<file path="src/design/epwc_pkg.sv">
// Package for the echo pulse width capture block.
// Holds the shared constants, register indexes and the capture result type.
// No dependencies; every other design file but epwc_in_if imports it.
package epwc_pkg;

    // Default counter width of the free-running tick counter.
    localparam int COUNTER_BITS_DEFAULT = 16;

    // Field widths of the items.
    localparam int PRESCALE_BITS = 16;
    localparam int TICKS_BITS    = 16;
    localparam int DIST_BITS     = 11;

    // Configuration port geometry.
    localparam int CFG_INDEX_BITS = 1;
    localparam int CFG_DATA_BITS  = 16;

    // Register indexes on the configuration port.
    localparam logic [CFG_INDEX_BITS-1:0] REG_PRESCALE = 1'd0;
    localparam logic [CFG_INDEX_BITS-1:0] REG_ENABLE   = 1'd1;

    // Reset value of the prescale register.
    localparam logic [PRESCALE_BITS-1:0] PRESCALE_RESET = 16'd7;

    // Largest reported pulse length.
    localparam logic [TICKS_BITS-1:0] PULSE_MAX = 16'hFFFF;

    // Centimeters per tick: divide by 59 as a multiply by a rounded-up
    // reciprocal, 71090 = ceil(2^22 / 59), then a shift by 22. The rounding
    // error stays below one unit over the whole 16-bit input range.
    localparam int CM_DIVISOR      = 59;
    localparam int RECIP_SHIFT     = 22;
    localparam int RECIP_BITS      = 17;
    localparam logic [RECIP_BITS-1:0] CM_RECIP = 17'd71090;
    localparam int PRODUCT_BITS    = TICKS_BITS + RECIP_BITS;

    // What the capture unit reports for the item now being accepted.
    typedef struct packed {
        logic                  hit;
        logic [TICKS_BITS-1:0] ticks;
    } epwc_capture_t;

endpackage

</file>
<file path="src/design/epwc_capture.sv">
// Capture unit: prescaler, free-running counter, edge detection and arming.
// Depends on epwc_pkg; instantiated by echo_pulse_width_capture.
module epwc_capture
    import epwc_pkg::*;
#(
    parameter int COUNTER_BITS = COUNTER_BITS_DEFAULT
) (
    input  logic                     clk,
    input  logic                     rst_n,
    input  logic                     step,
    input  logic                     level,
    input  logic [PRESCALE_BITS-1:0] prescale,
    input  logic                     enable,
    output epwc_capture_t            capture
);

    localparam int WIDE_BITS = (COUNTER_BITS > TICKS_BITS) ? COUNTER_BITS : TICKS_BITS;

    logic [PRESCALE_BITS-1:0] prescale_count_reg, prescale_count_next;
    logic [COUNTER_BITS-1:0]  count_value_reg, count_value_next;
    logic [COUNTER_BITS-1:0]  start_count_reg, start_count_next;
    logic                     armed_reg, armed_next;
    logic                     prior_level_reg;

    logic                     rising;
    logic                     falling;
    logic                     start_hit;
    logic                     end_hit;
    logic                     expire;
    logic [COUNTER_BITS-1:0]  length;
    logic [WIDE_BITS-1:0]     length_wide;

    // Edge detection against the level of the previous item.
    assign rising    = level & ~prior_level_reg;
    assign falling   = ~level & prior_level_reg;
    assign start_hit = enable & ~armed_reg & rising;
    assign end_hit   = enable & armed_reg & falling;
    assign expire    = (prescale_count_reg >= prescale);

    // Pulse length modulo the counter width, saturated to the result field.
    assign length      = count_value_reg - start_count_reg;
    assign length_wide = WIDE_BITS'(length);

    always_comb
    begin
        capture.hit = end_hit;
        if (length_wide > WIDE_BITS'(PULSE_MAX))
        begin
            capture.ticks = PULSE_MAX;
        end
        else
        begin
            capture.ticks = length_wide[TICKS_BITS-1:0];
        end
    end

    // Next state of the prescaler, counter and arming logic.
    always_comb
    begin
        prescale_count_next = prescale_count_reg;
        count_value_next    = count_value_reg;
        start_count_next    = start_count_reg;
        armed_next          = armed_reg;
        if (enable)
        begin
            if (start_hit)
            begin
                start_count_next = count_value_reg;
                armed_next       = 1'b1;
            end
            else if (end_hit)
            begin
                armed_next = 1'b0;
            end

            if (expire)
            begin
                prescale_count_next = '0;
                if (!end_hit)
                begin
                    count_value_next = count_value_reg + 1'b1;
                end
            end
            else
            begin
                prescale_count_next = prescale_count_reg + 1'b1;
            end

            // The end of a pulse restarts the counter from zero.
            if (end_hit)
            begin
                count_value_next = '0;
            end
        end
    end

    // State registers advance once per accepted item.
    always_ff @(posedge clk or negedge rst_n)
    begin
        if (!rst_n)
        begin
            prescale_count_reg <= '0;
            count_value_reg    <= '0;
            start_count_reg    <= '0;
            armed_reg          <= 1'b0;
            prior_level_reg    <= 1'b0;
        end
        else if (step)
        begin
            prescale_count_reg <= prescale_count_next;
            count_value_reg    <= count_value_next;
            start_count_reg    <= start_count_next;
            armed_reg          <= armed_next;
            prior_level_reg    <= level;
        end
    end

endmodule

</file>
<file path="config.mk">
export PLATFORM = sky130hd
export DESIGN_NAME = epwc_capture
export DESIGN_NICKNAME = d
export VERILOG_FILES = /design/src/design/epwc_pkg.sv /design/src/design/epwc_capture.sv
export SDC_FILE = /design/constraint.sdc
export NUM_CORES = 1
export LEC_CHECK = 0
export ABC_AREA = 1
export ABC_CLOCK_PERIOD_IN_PS = 3420
export BUFFER_PORTS_ARGS = -buffer_cell sky130_fd_sc_hd__buf_2
export CAP_MARGIN = 20
export CORE_MARGIN = 3
export CORE_UTILIZATION = 45
export DETAILED_ROUTE_END_ITERATION = 6
export PLACE_DENSITY = 0.74
export SYNTH_ARGS = -nofsm -noshare
export SYNTH_HDL_FRONTEND = slang
export SYNTH_SLANG_ARGS = --single-unit
</file>
<file path="constraint.sdc">
create_clock -name clk -period 3.42 [get_ports clk]
set_clock_uncertainty 0.15 [all_clocks]
set_input_delay 0.855 -clock clk [delete_from_list [all_inputs] [get_ports clk]]
set_output_delay 0.855 -clock clk [all_outputs]
set_load 0.02 [all_outputs]
</file>
### After elaboration in Yosys (flattened, before gate mapping)

Index checks and enable logic that the tools add are counted.

* bits in registers: 50
* logic and storage cells: 31
* input port bits: 21
* output and inout bits: 17

* bitwise logic cells: 9
* add/subtract/negate cells: 3
* reduce and logical (&&, ||, !) cells: 6
* muxes and demuxes: 6
* order comparisons: 2

Operator list (count)
* 16-bit two-way mux: 4
* 16-bit by 1-bit adder with 16-bit output (second input constant): 2
* 16-bit greater-or-equal comparator: 1
* 16-bit greater-than comparator (second input constant): 1
* 16-bit subtractor: 1
* 3-bit AND reduction: 3
* 1-bit bitwise AND: 6
* 2-bit nonzero test: 2
* 1-bit inverter: 3
* 1-bit two-way mux: 2
* 2-bit AND reduction: 1

### Depth between registers and ports, before layout

Gate-level depths: netlist of run 1.

* depth after elaboration: 5
* depth in mapped cells: 15
* mapped depth without buffers: 14

### Worst setup path after synthesis of run 1

No wires, ideal clock.

* path kind: register -> output
* start point: reg count_value_reg[0]
* end point: out capture[10] in the netlist's numbering
* cell stages (with the launch flop): 11
* arrival time: 2029 ps
* path buffers: 0
* data required time: 2415 ps
* setup slack: 386 ps
* cell sequence: dfrtp_1 > inv_1 > ha_1 > fa_1 > nand3b_1 > nand2_1 > nand2_1 > nand2_1 > nand4_1 > nand2_1 > xor2_1

RTL lines
* start, declared: line epwc_capture.sv:20 `logic [COUNTER_BITS-1:0] count_value_reg, count_value_next;`
* start signal, assigned: line epwc_capture.sv:111 `count_value_reg <= count_value_next;`
* end, declared: line epwc_capture.sv:14 `output epwc_capture_t capture`

==> results of run 1 <==
==> cells by family (layout without fill, tap and decap cells) <==
family	count (synthesis)	count (layout)	synth area share, %
AND/OR/NAND/NOR	261	261	31.4
adder cells (fa/ha/maj)	34	34	11.3
multiplexers	1	1	0.293
AO/OA/AOI/OAI	53	53	7.39
XOR/XNOR	30	30	6.84
flip-flops	50	50	32.6
buffers and inverters	97	137	10.3
==> worst max-delay path by stage <==
stage / startpoint / endpoint / slack [ps] / cells past startpoint
global placement: count_value_reg[0]$_DFFE_PN0P_ / capture[10] / 350 / 11
floorplan: count_value_reg[0]$_DFFE_PN0P_ / capture[10] / 390 / 10
finish: count_value_reg[0]$_DFFE_PN0P_ / capture[10] / 160 / 11
CTS: count_value_reg[0]$_DFFE_PN0P_ / capture[10] / 4 / 11
detailed placement: count_value_reg[0]$_DFFE_PN0P_ / capture[10] / 210 / 11
global route: count_value_reg[0]$_DFFE_PN0P_ / capture[10] / -2 / 11
==> per-layer routing <==
| metal | wire, um | part of all wire, % | track usage, % |
|---|---|---|---|
| met2 | 4120 | 49 | 32.3 |
| met1 | 3760 | 45 | 21.9 |
| met3 | 415 | 4.9 | 3.50 |
| met5 | 0 | 0 | 0 |
| met4 | 116 | 1.4 | 6.09 |
==> final cells by class <==
class / instances / area, sq um
clock buffers: 6 / 82.6
clock inverters: 2 / 38.8
fillers: 803 / 3970
inverters: 85 / 320
multi-input cells: 379 / 2220
flip-flops and latches: 50 / 1250
well taps: 105 / 131
repair buffers: 44 / 240
==> where the power goes <==
group | internal (mW) | total [mW] | leakage [nW] | switching [mW]
combinational | 0.449 | 1.26 | 1.74 | 0.808
sequential | 0.717 | 0.820 | 0.655 | 0.103
clock | 0.241 | 0.444 | 0.0618 | 0.204
==> worst register-to-register path, stage by stage, from the launching register on <==
cell     delay [ps]
dfrtp_1         450
ha_1            340
a21oi_1         160
nand2_1          80
a21oi_2         250
nand2_4         190
nand2_4         270
inv_2           170
nor2_1          140
==> timing repair <==
action	in CTS	in global routing
pin swaps	0	0
setup buffers	1	0
resized for setup	1	6
setup endpoints to repair	3	4
==> placed cells by master, fill, tap and decap left out, types with 4 or more instances in the layout <==
master / netlist / routed
nand2_1: 123 / 121
inv_1: 81 / 81
nor2_1: 53 / 53
dfrtp_1: 50 / 49
buf_2: 6 / 36
nand3_1: 34 / 34
ha_1: 33 / 31
a21oi_1: 27 / 27
nand4_1: 25 / 25
xor2_1: 24 / 24
o21ai_0: 16 / 16
buf_4: 2 / 8
nand2_2: 5 / 7
xnor2_1: 6 / 6
clkbuf_8: 0 / 6
nor2_2: 4 / 4
==> metrics by stage <==
step	worst slack (ps)	hold slack, ps
finish	156	290
global route	-1.94	302
CTS	3.94	293
detailed placement	208	323
global placement	349	320
floorplan	386	303
==> results.py, run 1 <==
metrics = {
    "status": {
        "status": "completed",
    },
    "clocking": {
        "holdBufCountCts": 0,
        "clock_transition_time_at_the_flip_flop_clock_pins_of_the_worst_setup_and_hold_paths_ps": 100,
        "clock_tree.buffer_depth": 2,
        "tritoncts": "yes",
        "cts-htree-levels": 2,
        "cts_root_buffer": "clkbuf_8",
        "cts_sink_count": 50,
        "cts-buffers-inserted": 5,
        "skew_pair_late_insertion_delay_ps": 320,
    },
    "global_route": {
        "grt_antenna_before_repair": 0,
        "global_route_wire_length_before_repair_um": 14800,
        "grt_use_total_pct": 18.2,
        "largest_net_degree_at_the_start_of_global_routing": 33,
        "grt_remaining_overflow": 0,
        "grt_pass1_vias": 3441,
    },
    "synth": {
        "synthesis.area_sq_um": 3840,
        "postSynth.asyncResetShare_pct": 100,
        "postSynthRegisterBits": 50,
        "netlist.top_cell.by_area": "dfrtp_1",
        "seq_area_frac_synth_pct": 32.6,
        "synthDistinctLibCells": 36,
        "post_synth.cell_area_avg_sq_um": 7.31,
        "synth.top_cells.by_area": "dfrtp_1 33%, nand2_1 12%, ha_1 11%, inv_1 7.9%, xor2_1 5.5%",
        "syn-instance-count": 526,
        "synth.top_cell.area_share_pct": 32.6,
        "synth_warnings": 0,
        "yosys.cell_count.top_type": "nand2_1",
        "synth_edf_count": 0,
        "dominantRegCellSynth": "dfrtp_1",
        "synth_nets": 581,
        "post_synth_most_frequent_cells": "123 x nand2_1, 81 x inv_1, 53 x nor2_1",
    },
    "worst_setup_path": {
        "worstReg2RegStart": "prescale_count_reg[11]$_DFFE_PN0P_",
        "critical-path-max-stage-delay_ps": 360,
        "timing.critical_path.required_ps": 2410,
        "worst-r2r-setup-slack_ps": 1160,
        "worstPathMaxFanout": 4,
        "worst_ep_arrival_time_ps": 2260,
        "crit_chain": "inv_1 -> ha_2 -> fa_2 -> nand3b_1 -> nand2_2 -> nand2_1 -> nand2_2 -> nand4_1 -> nand2_1 -> xor2_1 -> buf_4",
        "timing.critical_path.buf_inv": 2,
        "worst_r2r_path_depth": 8,
        "timing.critical_path.to_type": "output pin",
        "reg2reg_capture_point": "prescale_count_reg[10]$_DFFE_PN0P_",
        "timing_worst_setup_path_type": "reg2out",
        "timing.critical_path.from_type": "flop",
        "worst_path_dominant_cell_family": "simple AND/OR/NAND/NOR gates",
        "worst_path_max_delay_cell": "dfrtp_1",
    },
    "route": {
        "vias_per_cell": 5.15,
        "via_count": 3457,
        "post_drt_wl_per_cell_um": 12.5,
        "drt_wl_total_um": 8410,
        "drt_pre_antenna_iters": 6,
        "drtIter0Drc": 202,
        "route.antenna.remaining_nets": 0,
        "route.detailed.drc": 0,
    },
    "power_and_ir_drop": {
        "vdd_drop_max_mv": 0.227,
        "power-per-cell-area_nw_per_um2": 589,
        "power.total_mw": 2.52,
        "power.static_leakage_nw": 2.46,
    },
    "timing": {
        "finalHoldViolations": 0,
        "final_max_slew_viol_count": 0,
        "fmaxAchievable_ghz": 0.306,
        "fin_crit_sh_pct": 95.5,
        "maxSlewHeadroom_pct": 75.9,
        "final.min_clock_period_ps": 3260,
        "tightest_slew_ps": 361,
        "report.final.setup_viol": 0,
        "setup_total_negative_slack_ps": 0,
    },
    "final_layout": {
        "final_layout_size_suffix_gt1_share_pct": 14.7,
        "synthToLayoutAreaGrowth_pct": 11.5,
        "fin_nets": 620,
        "instances_no_fill": 671,
        "design_area_sq_um": 4280,
        "num_antenna_cells": 0,
        "postLayoutCoreUtil_pct": 51.9,
    },
    "die": {
        "rows": 33,
        "fp.dieArea_sq_um": 9680,
        "core-area_sq_um": 8260,
        "die_height_um": 98.4,
        "die_w_um": 98.4,
        "io-pin-count": 38,
        "initial_standard_cell_utilization_of_the_core_pct": 46.5,
    },
    "run": {
        "timing.max_cap.violations": 0,
    },
    "place": {
        "placed_cells": 662,
        "post_dp_cell_area_sq_um": 4130,
        "dp_hpwl_um": 6630,
        "gp_congestion": 0.912,
        "place.port_buffers": 37,
    },
    "worst_hold_path": {
        "hold_class": "in2async",
    },
}
No activity file was read; power rests on OpenSTA's default activity.
==> inputs of run 2 (changes only) <==
--- a/config.mk
+++ b/config.mk
@@ -6,13 +6,13 @@
 export NUM_CORES = 1
 export LEC_CHECK = 0
 export ABC_AREA = 1
-export ABC_CLOCK_PERIOD_IN_PS = 3420
+export ABC_CLOCK_PERIOD_IN_PS = 2700
 export BUFFER_PORTS_ARGS = -buffer_cell sky130_fd_sc_hd__buf_2
 export CAP_MARGIN = 20
 export CORE_MARGIN = 3
 export CORE_UTILIZATION = 45
 export DETAILED_ROUTE_END_ITERATION = 6
-export PLACE_DENSITY = 0.74
+export PLACE_DENSITY = 0.77
 export SYNTH_ARGS = -nofsm -noshare
 export SYNTH_HDL_FRONTEND = slang
 export SYNTH_SLANG_ARGS = --single-unit
==> constraint.sdc (replaced) <==
create_clock -name clk -period 2.7 [get_ports clk]
set_clock_uncertainty 0.15 [all_clocks]
set_input_delay 0.675 -clock clk [delete_from_list [all_inputs] [get_ports clk]]
set_output_delay 0.675 -clock clk [all_outputs]
set_load 0.02 [all_outputs]
==> run 2 against run 1 <==
The run now ends with setup timing left. Flip-flop and latch count is the same. Highest routed layer unchanged. Routed wire length rose by 12%. Sequential share of layout area fell by 2.5 points. Final area rose by 9.5%. Largest power group unchanged. Critical path depth decreased by 1. Sequential power grew 26%. Non-clock buffer count increased by 24. Power is 49% higher. Combinational power is 74% higher. First-iteration DRC count up 25%. Register-to-register slack worse by 550 ps.
==> results.py, run 2 (synthesis gave the netlist of run 1 again) <==
metrics = {
    "final_layout": {
        "fin_nets": 644,
        "num-fill-cells": 773,
        "seq_area_sq_um": 1250,
        "layout.cells.most_common": "nand2_1",
        "final_layout_size_suffix_gt1_share_pct": 23.7,
        "mostFrequentLayoutCells": "116 x nand2_1, 77 x inv_1, 53 x nor2_1",
        "synthToLayoutAreaGrowth_pct": 22.1,
        "multi_input_area_sq_um": 2390,
        "num_antenna_cells": 0,
    },
    "status": {
        "violated_checks": "setup timing",
        "status": "complete, but fails checks",
    },
    "timing": {
        "finalHoldViolations": 0,
        "hold-worst-slack_ps": 153,
        "maxSlewHeadroom_pct": 70.7,
        "post_layout_worst_setup_margin_ps": -285,
        "fmaxAchievable_ghz": 0.335,
        "tightest_slew_ps": 440,
        "final.min_clock_period_ps": 2990,
        "rsz_0062_raised_after_global_routing": "true",
        "report.final.setup_viol": 12,
        "fin_crit_sh_pct": 111,
        "final_max_slew_viol_count": 0,
    },
    "place": {
        "gp_congestion": 0.934,
        "place.port_buffers": 37,
        "dp_hpwl_um": 6760,
        "preCtsSetupSlack_ps": -40.7,
    },
    "route": {
        "drt_wl_total_um": 9410,
        "met2_length_um": 4830,
        "post_drt_wl_per_cell_um": 13.5,
        "route.detailed.drc": 0,
        "vias_per_cell": 5.27,
        "dr.max_layer_used": "met4",
        "drt_pre_antenna_iters": 4,
        "route.antenna.remaining_nets": 0,
        "drtIter0Drc": 253,
        "via_count": 3660,
        "detailroute.wirelength.met3_um": 418,
        "routedLengthMet1_um": 4000,
    },
    "global_route": {
        "grt_antenna_before_repair": 0,
        "global_route_wire_length_before_repair_um": 16200,
        "grt_use_total_pct": 20.0,
        "grt_pass1_vias": 3595,
        "largest_net_degree_at_the_start_of_global_routing": 32,
        "grt_remaining_overflow": 0,
    },
    "power_and_ir_drop": {
        "vdd_drop_max_mv": 0.513,
        "power.total_mw": 3.76,
        "power-per-cell-area_nw_per_um2": 801,
        "power.static_leakage_nw": 2.61,
    },
    "worst_setup_path": {
        "critical-path-max-stage-delay_ps": 410,
        "worst_path_max_delay_cell": "dfrtp_1",
        "timing.critical_path.to_type": "output pin",
        "timing_worst_setup_path_type": "reg2out",
        "crit_start": "start_count_reg[0]$_DFFE_PN0P_",
        "worstPathMaxFanout": 3,
        "worstReg2RegStart": "prescale_count_reg[7]$_DFFE_PN0P_",
        "worst_ep_arrival_time_ps": 2160,
        "crit_path_frequent_cell": "nand2_2",
        "timing.critical_path.from_type": "flop",
        "worst_r2r_path_depth": 10,
        "timing.critical_path.required_ps": 1880,
        "crit_chain": "ha_4 -> fa_2 -> nand3b_1 -> nand2_2 -> nand2_2 -> nand2_4 -> nand4_1 -> nand2_1 -> xor2_2 -> buf_6",
    },
    "clocking": {
        "holdBufCountCts": 0,
        "skew_pair_late_insertion_delay_ps": 310,
        "cts_root_buffer": "clkbuf_8",
        "cts_sink_count": 50,
        "cts-buffers-inserted": 5,
        "tritoncts": "yes",
        "clock_transition_time_at_the_flip_flop_clock_pins_of_the_worst_setup_and_hold_paths_ps": 90,
        "clock_tree.buffer_depth": 2,
        "cts-htree-levels": 2,
    },
    "die": {
        "io-pin-count": 38,
        "rows": 33,
        "fp.dieArea_sq_um": 9680,
        "initial_standard_cell_utilization_of_the_core_pct": 46.5,
        "die_w_um": 98.4,
        "die_height_um": 98.4,
        "core-area_sq_um": 8260,
    },
    "worst_hold_path": {
        "hold_class": "in2async",
    },
    "run": {
        "timing.max_cap.violations": 0,
    },
}
[run 2: cell count changes in the layout (fill, tap and decap cells not counted), moves of 3 or more]
cell,previous run,this run
nand2_1,121,116
inv_2,3,7
buf_6,0,8
ha_4,1,8
nand2_2,7,10
buf_4,8,35
ha_1,31,22
a21oi_2,1,8
inv_1,81,77
a21oi_1,27,20
buf_2,36,25
[run 2: metal layers]
metal,global-route usage (%),vias up
li1,-,1808
met1,24.9,1724
met2,35.0,115
met3,3.07,13
met4,7.04,0
met5,0,-
[run 2: final cells by class]
class / count / area share, %
Sequential cell: 50 / 26.7
Timing Repair Buffer: 68 / 10.2
Clock buffer: 5 / 1.47
Inverter: 85 / 6.83
Multi-Input combinational cell: 379 / 51.1
Tap cell: 105 / 2.80
Clock inverter: 3 / 0.934
[run 2: critical path: cells and delay by family, from the launching register on]
kind	cells	cell delay, ps
simple gates	6	630
fa+ha+maj	2	530
flops	1	410
xor+xnor	1	150
buf+inv	1	130
[run 2: final timing paths]
kind / end / slack, ps
setup / recovery: capture[10] / -290
hold / removal: count_value_reg[14]$_DFFE_PN0P_ / 150
setup reg to reg: prescale_count_reg[15]$_DFFE_PN0P_ / 610
hold reg to reg: start_count_reg[3]$_DFFE_PN0P_ / 340
max in group asynchronous: count_value_reg[4]$_DFFE_PN0P_ / 1650
min in group clk: start_count_reg[3]$_DFFE_PN0P_ / 340
[run 2: timing repair]
action / CTS / global route
buffers inserted: 5 / 6
hold endpoints to repair: 0 / 0
pin swaps: 12 / 16
resized for setup: 33 / 28
setup endpoints to repair: 12 / 12
[run 2: per-stage QoR]
stage,util (%),setup TNS (ps),cell area [sq um],instances
2_1_floorplan,-,0,3850,526
3_3_place_gp,51.4,0,4250,676
3_5_place_dp,51.4,-54.5,4250,676
4_1_cts,55.2,-1610,4560,689
5_1_grt,56.8,-3070,4690,695
6_report,56.8,-1900,4690,695
[run 2: where the power goes]
| part | total, mW | internal (mW) | switching [mW] |
|---|---|---|---|
| sequential | 1.03 | 0.908 | 0.122 |
| combinational | 2.19 | 0.958 | 1.23 |
| clock | 0.537 | 0.278 | 0.259 |
| total | 3.76 | 2.14 | 1.61 |
